[config.mk]
export PLATFORM = sky130hd
export DESIGN_NAME = rti_div_stage
export DESIGN_NICKNAME = d
export VERILOG_FILES = /design/src/rtl/rti_pkg.sv /design/src/rtl/rti_div_stage.sv
export SDC_FILE = /design/constraint.sdc
export NUM_CORES = 1
export LEC_CHECK = 0
export BUFFER_PORTS_ARGS = -buffer_cell sky130_fd_sc_hd__buf_2
export CORE_MARGIN = 1
export CORE_UTILIZATION = 52
export DETAILED_ROUTE_END_ITERATION = 8
export GPL_ROUTABILITY_DRIVEN = 0
export HOLD_SLACK_MARGIN = 0.12
export PLACE_DENSITY = 0.88
export SLEW_MARGIN = 40
export SYNTH_ARGS = -nofsm -noshare
export SYNTH_HDL_FRONTEND = slang
export SYNTH_SLANG_ARGS = --single-unit
[constraint.sdc]
create_clock -name clk -period 3.8 [get_ports clk]
set_input_delay 0.19 -clock clk [delete_from_list [all_inputs] [get_ports clk]]
set_output_delay 0.19 -clock clk [all_outputs]
set_load 0.02 [all_outputs]
[src/rtl/rti_pkg.sv]
`timescale 1ns / 1ps
`default_nettype none
// ----------------------------------------------------------------------------
// rti_pkg
// shared widths, register codes and the divider stage record for the
// ray / triangle intersection core
// ----------------------------------------------------------------------------
package rti_pkg;

  // coordinate width actually used out of each 21-bit field
  localparam int COORD_BITS = 21;
  localparam int IN_W       = 21;
  localparam int CW         = COORD_BITS;
  localparam int EW         = CW + 1;          // edge / offset vectors
  localparam int RW         = CW + EW + 1;     // r = d x e2
  localparam int QW         = 2 * EW + 1;      // q = p x e1
  localparam int PW         = QW + EW;         // one dot-product term
  localparam int SW         = QW + EW + 3;     // dot sums and beta + gamma

  localparam int REG_W      = 63;
  localparam int EPS_DET_W  = 63;
  localparam int EPS_T_W    = 32;
  localparam int IDX_W      = 3;

  localparam int QB         = 32;              // quotient bits (Q16.16)
  localparam int FRAC       = 16;
  localparam int DENW       = SW - 1;          // positive determinant
  localparam int REMW       = SW;              // partial remainder < 2 * den
  localparam int UW         = (SW > EPS_DET_W) ? SW : EPS_DET_W;
  localparam int SATW       = SW + FRAC;

  localparam logic [IDX_W-1:0] REG_VERTEX_A = 3'd0;
  localparam logic [IDX_W-1:0] REG_VERTEX_B = 3'd1;
  localparam logic [IDX_W-1:0] REG_VERTEX_C = 3'd2;
  localparam logic [IDX_W-1:0] REG_EPS_DET  = 3'd3;
  localparam logic [IDX_W-1:0] REG_EPS_T    = 3'd4;

  // one step of the restoring divider
  typedef struct packed {
    logic            pass;
    logic            sat;
    logic [DENW-1:0] den;
    logic [REMW-1:0] rem;
    logic [QB-1:0]   mix;   // numerator bits still to shift in, quotient shifts in
  } div_t;

  function automatic logic signed [CW-1:0] coord_of(input logic [REG_W-1:0] v,
                                                    input int k);
    return v[k*CW +: CW];
  endfunction

endpackage
`default_nettype wire

[src/rtl/rti_div_stage.sv]
`timescale 1ns / 1ps
`default_nettype none
// ----------------------------------------------------------------------------
// rti_div_stage
// one registered quotient bit of the pipelined restoring divider
// ----------------------------------------------------------------------------
module rti_div_stage (
  input  wire logic          clk,
  input  wire logic          rst,
  input  wire logic          en,
  input  wire logic          d_valid,
  input  wire rti_pkg::div_t d,
  output      logic          q_valid,
  output      rti_pkg::div_t q
);

  logic [rti_pkg::REMW-1:0] trial;
  logic                     ge;

  // shift the next numerator bit into the remainder and try the subtract
  assign trial = {d.rem[rti_pkg::REMW-2:0], d.mix[rti_pkg::QB-1]};
  assign ge    = trial >= rti_pkg::REMW'(d.den);

  always_ff @(posedge clk) begin
    if (rst) begin
      q_valid <= 1'b0;
    end else if (en) begin
      q_valid <= d_valid;
    end
  end

  always_ff @(posedge clk) begin
    if (en) begin
      q.pass <= d.pass;
      q.sat  <= d.sat;
      q.den  <= d.den;
      q.rem  <= ge ? (trial - rti_pkg::REMW'(d.den)) : trial;
      q.mix  <= {d.mix[rti_pkg::QB-2:0], ge};
    end
  end

endmodule
`default_nettype wire
# Word-level counts from Yosys, hierarchy flattened
# Cells that the tools add are included.
word_totals:
  in_bits: 177
  regBits: 174
  output_inout_bits: 174
  word_cells: 9
classes:
  addsub: 1
  n_lt_le_gt_ge: 1
  muxes: 1
op_table:
  columns: ["operator", "n"]
  rows:
  - ["$ge A70 B69 Y1", 1]
  - ["$mux W70", 1]
  - ["$sub A70 B69 Y70", 1]

# Depth between registers and ports, before layout
# Gate-level depths: netlist of run 1.
depth:
  word_depth: 2
  mapped_depth: 16
  depth_no_buf: 15

# Least setup slack after synthesis of run 1
# OpenSTA, ideal clock, no wires.
synth_timing:
  path_kind: "input-to-reg"
  startpoint: "input port d[31] in the netlist's numbering"
  endpoint: "register q[91] in the netlist's numbering (data pin)"
  required_ps: 3544
  setup_time_ps: 256
  n_path_buf: 1
  stages: 15
  path_slack_ps: 638
  arrival_time_ps: 2906
  path_cell_list: "inv_1 > ha_1 > inv_1 > fa_1 > a21o_1 > a221oi_2 > o21bai_2 > a21oi_2 > o41a_4 > o221ai_4 > a2111o_1 > nand2_1 > inv_2 > buf_4 > a31o_2"
synth_between:
  elab_chain_cells: 2
  word_cells_on_any_way: 3
  cone_classes: "1 x add/sub; 1 x order compare; 1 x mux"
synth_lines:
  columns: ["item", "line", "source"]
  rows:
  - ["start, declared", "rti_div_stage.sv:12", "input wire rti_pkg::div_t d,"]
  - ["$sub A70 B69 Y70 / $ge A70 B69 Y1 (equally long branches)", "rti_div_stage.sv:37, rti_div_stage.sv:22", null]
  - ["$mux W70 (*)", "rti_div_stage.sv:37", "q.rem <= ge ? (trial - rti_pkg::REMW'(d.den)) : trial;"]
  - ["end, declared", "rti_div_stage.sv:14", "output rti_pkg::div_t q"]
# Mark *: on every way between the ends. The rest lies on a longest branch, timed or not.
# A chain may end at the register's enable or synchronous reset.

# Worst setup path in the final report of run 1
layout_timing:
  startpoint: "input port d[109] in the netlist's numbering"
  endpoint: "register q[94] in the netlist's numbering (data pin)"
# Same word-level chain as after synthesis.

==> results of run 1 <==
cells in the mapped netlist, types with 2 or more instances:
| library cell | instances | area, sq um |
|---|---|---|
| or3_1 | 3 | 18.8 |
| o21bai_1 | 19 | 143 |
| o41ai_1 | 4 | 35.0 |
| edfxtp_1 | 173 | 5190 |
| ha_1 | 69 | 863 |
| o31ai_1 | 8 | 60.1 |
| buf_4 | 4 | 30.0 |
| nor3_1 | 10 | 50.1 |
| o211ai_1 | 4 | 30.0 |
| a21oi_1 | 144 | 721 |
| o211a_1 | 2 | 20.0 |
| xnor2_1 | 43 | 377 |
| nor4_1 | 7 | 43.8 |
| o22ai_1 | 2 | 12.5 |
| a221oi_1 | 3 | 26.3 |
| and2_1 | 5 | 31.3 |
| a211oi_1 | 5 | 37.5 |
| clkbuf_1 | 33 | 124 |
| a21boi_0 | 2 | 15.0 |
| a2111oi_2 | 2 | 30.0 |
| o221ai_1 | 2 | 17.5 |
| nand3_1 | 8 | 40.0 |
| and3_1 | 5 | 31.3 |
| nor2b_1 | 5 | 31.3 |
| a21o_1 | 37 | 278 |
| o21ai_1 | 3 | 15.0 |
| nand4_1 | 30 | 188 |
| nand2_1 | 91 | 342 |
| o21a_1 | 8 | 60.1 |
| inv_1 | 93 | 349 |
| buf_2 | 7 | 35.0 |
| a31oi_1 | 4 | 25.0 |
| or2_2 | 2 | 12.5 |
| o21ai_0 | 58 | 290 |
| xor2_1 | 22 | 193 |
| mux2i_1 | 2 | 20.0 |
| nor2_1 | 95 | 357 |
| nand2b_1 | 8 | 50.1 |
report_power, final:
part / switching [mW] / internal, mW
Sequential: 0.0670 / 2.39
Clock: 0.928 / 0.898
Combinational: 1.25 / 0.741
Total: 2.24 / 4.03
cell usage in the layout (no fill, tap or decap), types with 3 or more instances in the layout:
master and n:
xor2_1 22, nor3_1 9, buf_12 3, buf_4 11, a21o_1 37, nor2_1 94, o211ai_1 4, a221oi_1 3
inv_8 3, nand2b_1 8, or3_1 3, o21ai_1 6, inv_1 93, a211oi_1 5, o41ai_1 4, dlygate4sd3_1 158
clkinv_4 3, and2_1 5, o31ai_1 8, o21ai_0 54, xnor2_1 43, o21a_1 8, a21oi_1 142, clkbuf_16 17
nor2b_1 5, and3_1 5, edfxtp_1 173, nand4_1 30, nand2_1 91, ha_1 69, buf_2 348, o21bai_1 19
clkinv_8 6, a31oi_1 4, nand3_1 8, nor4_1 6
cell families (layout without fill, tap and decap cells):
kind of cell | Yosys count | after routing | share of synthesized area, %
AO/OA/AOI/OAI | 327 | 327 | 19.4
XOR/XNOR | 65 | 65 | 5.42
adder cells (fa/ha/maj) | 70 | 70 | 8.41
buffers and inverters | 139 | 649 | 5.20
flip-flops | 174 | 174 | 49.6
multiplexers | 2 | 2 | 0.191
other | 0 | 2 | 0
AND/OR/NAND/NOR | 274 | 274 | 11.8
area by class of cell:
cell class                 count  area, sq um
clock inverter                15          190
clock buffer                  17          425
fill                        1200         4800
antenna                        2         5.00
sequential                   174         5220
tap                          265          332
multi-input combinational    738         4820
timing repair buffer         523         3520
inverter                      94          353
tightest hold or removal path: cells and delay by family:
family,cells,cell delay [ps]
AOI/OAI and AO/OA,1,110
and+or+nand+nor,1,40
buffers and inverters,1,90
worst max path at each step:
stage	startpoint	end	slack (ps)	cells past startpoint
after floorplan	d[31]	q[91]	640	15
after global placement	d[130]	q[95]	160	13
after detailed placement	d[130]	q[95]	90	13
after CTS	d[132]	q[95]	9	14
after global routing	d[118]	q[65]	-90	15
final	d[109]	q[94]	-40	15
flip-flops by register name, indices dropped and copies added (netlist names):
register,flops
q,173
q_valid,1
repair_timing:
item                                    4_1_cts  5_1_grt
setup buffers                                 0        1
hold endpoints to repair                    157        0
gates resized for setup                       0       27
endpoints found under the setup margin        0       64
hold buffers                                158        0
per-stage QoR:
| stage | cell area [sq um] | worst slack (ps) |
|---|---|---|
| after floorplan | 10500 | 638 |
| after global placement | 12500 | 163 |
| after detailed placement | 12500 | 88.9 |
| after CTS | 14700 | 9.21 |
| after global routing | 14900 | -92.2 |
| final | 14900 | -41.5 |
metal layers:
layer	wire, um	part of all wire (%)	track usage, %
met1	13000	34	39.7
met2	18400	48	62.0
met3	4550	12	13.2
met4	2570	6.7	23.4
met5	41	0.11	0
==> metrics.txt, run 1 <==
Slew Viols, Final 0; maximum vdd drop 0.315 mV; final worst slack -41.5 ps; CTS sink count 174; initial antenna violation count 4; Mapped Area 10500 sq um; nets@finish roughly 1800; top_reg_cell synth edfxtp_1; CP required 3980 ps; CTS tree done; Worst Skew 0 ps; Vias 10900; Layout Cells excl Fill roughly 1800; crit path max-delay cell type dlygate4sd3_1; TNS Setup -45.4 ps; final core utilization around three quarters; Largest delay share family, worst path compound AO/OA/AOI/OAI gates; critical-path cell list dlygate4sd3_1 > buf_2 > inv_1 > ha_1 > a21oi_1 > o21ai_0 > o21bai_2 > a21oi_4 > o41a_4 > o221ai_4 > a2111oi_2 > buf_4 > o41ai_1 > xnor2_1 > a21oi_1; Overflow after GRT 0; clock tree buffer depth 2; drt total wl 38600 um; Mapped Nets 1298; Skew-Pair Late Insertion Delay 430 ps; CP max stage delay 720 ps; Port Buffers 349; Pwr Total 6.27 mW; layout cells sized above 1 26.8%; vias per cell ~6.0; r2r endpoint q_valid; status complete, but fails checks; Seq/Total Area, Yosys around half; detailed-route wire length per cell between 20 and 25 um; drc violations 1; R2R Setup Slk about 2600 ps; relative slew slack 51.6%; Die Wd 144 um; Iter 0 DRT Violations 1237; crit-path most repeated cell a21oi_1; WHS 119 ps; final hold vios 0; Mapped Cells 1051; CTS H-tree depth 4; die area roughly 21000 sq um; Crit Path Max Fanout 6; Bufs and invs on worst path 4; vias in the first global route 10900; placed wire-length estimate 23700 um; post-synth cell types 67; Post-synth EDFFs 173; antenna-violating nets left 0; Post-synth ARST share 0%; Mapped Avg Cell Area 10.0 sq um; actual slew at the worst max-slew pin 726 ps; Hold Path Depth 3; worst hold endpoint q[66]; pin count of the biggest net entering global routing 69; hold_sp d[65]; Max-Cap Viols 0; clock period minus worst slack ~3800 ps; RSZ-0062 raised after global routing yes; FMAX 260 MHz; R2R depth 3; row cnt 51; first-pass GRT wire length about 57000 um; Hold WC Path Type in -> reg; period utilization 101%; cts bufs inserted 17; Core ar. slightly below 20000 sq um; clock-pin slew on the worst setup and hold paths 80 ps; critical path arrival 4030 ps; final setup vio count 2; starting density of the core 53.5%; number of synthesized register bits 174; Area Growth Syn to Fin 41.4%; post-placement cell count 1635; drt pass-1 iters 9; violated checks DRC, setup timing; Power Dens Cells 422 nW/um^2; Syn. warnings 0; Worst setup SP type input pin; WS Path Type in -> reg; GRT Util Overall 37.0%; r2r startpoint q_valid; Die Ht 144 um; root buffer cell clkbuf_16; IO Count 351; Leakage 6.61 nW; Critical Path End Type flop
(Power assumes the default switching activity.)
==> run 2: changes to the inputs <==
--- a/config.mk
+++ b/config.mk
@@ -12,6 +12,7 @@
 export GPL_ROUTABILITY_DRIVEN = 0
 export HOLD_SLACK_MARGIN = 0.12
 export PLACE_DENSITY = 0.88
+export SETUP_SLACK_MARGIN = 0.3
 export SLEW_MARGIN = 40
 export SYNTH_ARGS = -nofsm -noshare
 export SYNTH_HDL_FRONTEND = slang
==> metrics.txt, run 2 (synthesized netlist as in run 1, its figures left out) <==
status complete, no violations; antenna-violating nets left 0; period utilization 93.5%; Hold Path Depth 3; Iter 0 DRT Violations around 1100; maximum vdd drop 0.310 mV; final core utilization between 70% and 80%; internal power ~4.0 mW; critical path arrival 3740 ps; Worst Skew 0 ps; Crit Path Max Fanout 7; placed wire-length estimate 23700 um; Logic pwr share 31.5%; Vias 10900; Die Wd 144 um; drt pass-1 iters 9; pin count of the biggest net entering global routing 69; r2r endpoint q_valid; most frequent cells in the layout buf_2, edfxtp_1, dlygate4sd3_1; Largest Register q; final setup vio count 0; die area 20800 sq um; IO Count between 300 and 400; detailed-route wire length per cell 20.7 um; TNS Setup 0 ps; final hold vios 0; initial antenna violation count 4; Overflow after GRT 0; R2R depth 3; clock-pin slew on the worst setup and hold paths 80 ps; Leakage 6.62 nW; nets@finish 1798; layout cells sized above 1 27.0%; Hold WC Path Type in -> reg; Switch Pwr 2.22 mW; cts bufs inserted 17; first-pass GRT wire length 56000 um; FMAX 281 MHz; CP required 3980 ps; CTS sink count 174; WS Path Type in -> reg; Core ar. between 15000 and 20000 sq um; root buffer cell clkbuf_16; hold_sp d[43]; Slew Viols, Final 0; vias in the first global route 10700; CTS H-tree depth 4; row cnt 51; Largest register FFs 173; Largest regs q x173, q_valid x1; worst hold endpoint q[44]; Die Ht 144 um; clock period minus worst slack 3550 ps; Port Buffers approximately 350; actual slew at the worst max-slew pin 673 ps; Worst setup SP type input pin; Area Growth Syn to Fin 41.4%; RSZ-0062 raised after global routing yes; CTS tree done; vias per cell roughly 5.9; leading cell type in the layout, fill and taps excluded buf_2; Fill cells 1194; clock tree buffer depth 2; starting density of the core between 50% and 60%; Max-Cap Viols 0; Skew-Pair Late Insertion Delay 440 ps; Power Dens Cells 420 nW/um^2; switch share 35.5%; Critical Path End Type flop; GRT Util Overall 35.7%; drc violations 0; R2R Setup Slk 2580 ps; relative slew slack 55.1%; drt total wl ~38000 um; r2r startpoint q_valid; Seq pwr share 39.3%; clock power share 29.2%
-- run 2: changes by cell type in the layout (fill, tap and decap cells not counted), sizes merged --
cell,delta
diode,+3
buf,+3
-- run 2: cell type report --
class / count / area, sq um / share of cell area (%)
Multi-Input combinational cell: 738 / 4800 / 32.3
Inverter: 94 / 353 / 2.38
Tap cell: 265 / 332 / 2.23
Timing Repair Buffer: 526 / 3530 / 23.7
Clock buffer: 17 / 425 / 2.86
Clock inverter: 15 / 190 / 1.28
Sequential cell: 174 / 5220 / 35.1
Antenna cell: 5 / 12.5 / 0.0842
-- run 2: how the worst max path moves through the flow --
stage	start	endpoint
3_3_place_gp	d[130]	q[95]
4_1_cts	d[42]	q[97]
6_report	d[119]	q[100]
3_5_place_dp	d[130]	q[95]
2_1_floorplan	d[31]	q[91]
5_1_grt	d[119]	q[100]
-- run 2: per-stage QoR --
| stage | instances | worst slack (ps) | hold WS (ps) | power [mW] | instance area, sq um |
|---|---|---|---|---|---|
| CTS | 1825 | 312 | 121 | 6.11 | 14700 |
| global route | 1832 | 257 | 94.4 | 6.46 | 14800 |
| detailed placement | 1635 | 88.9 | 362 | 4.19 | 12500 |
| finish | 1834 | 245 | 99.5 | 6.25 | 14900 |
| floorplan | 1051 | 638 | 262 | 3.59 | 10500 |
| global placement | 1634 | 163 | 348 | 4.14 | 12500 |
-- run 2: per-layer routing --
metal | global-route usage [%] | routed length, um
met3 | 11.8 | 4260
met1 | 38.3 | 12800
met4 | 22.9 | 2580
met5 | 0 | 0
met2 | 60.5 | 18400
-- run 2: power groups by stage --
| stage | clock, mW | sequential, mW | combinational (mW) |
|---|---|---|---|
| 2_1_floorplan | 0 | 2.79 | 0.805 |
| 3_3_place_gp | 0 | 2.48 | 1.66 |
| 3_5_place_dp | 0 | 2.49 | 1.70 |
| 4_1_cts | 1.82 | 2.45 | 1.85 |
| 5_1_grt | 1.89 | 2.48 | 2.09 |
| 6_report | 1.82 | 2.46 | 1.96 |
-- run 2: timing repair --
| action | 4_1_cts | 5_1_grt |
|---|---|---|
| setup endpoints to repair | 0 | 64 |
| hold buffers | 158 | 0 |
| setup buffers | 0 | 4 |
| resized for setup | 0 | 18 |
| hold endpoints to repair | 157 | 0 |
-- run 2: worst max-delay path, cell delays in order --
cell	delay, ps
dlygate4sd3_1	540
buf_2	120
inv_1	40
ha_1	440
nand4_1	290
nor4_1	330
buf_4	190
nand2b_1	70
o211ai_1	100
buf_4	170
a21oi_1	120
o21a_1	270
o21ai_0	470
a21oi_1	170
xor2_1	150
o21ai_0	80
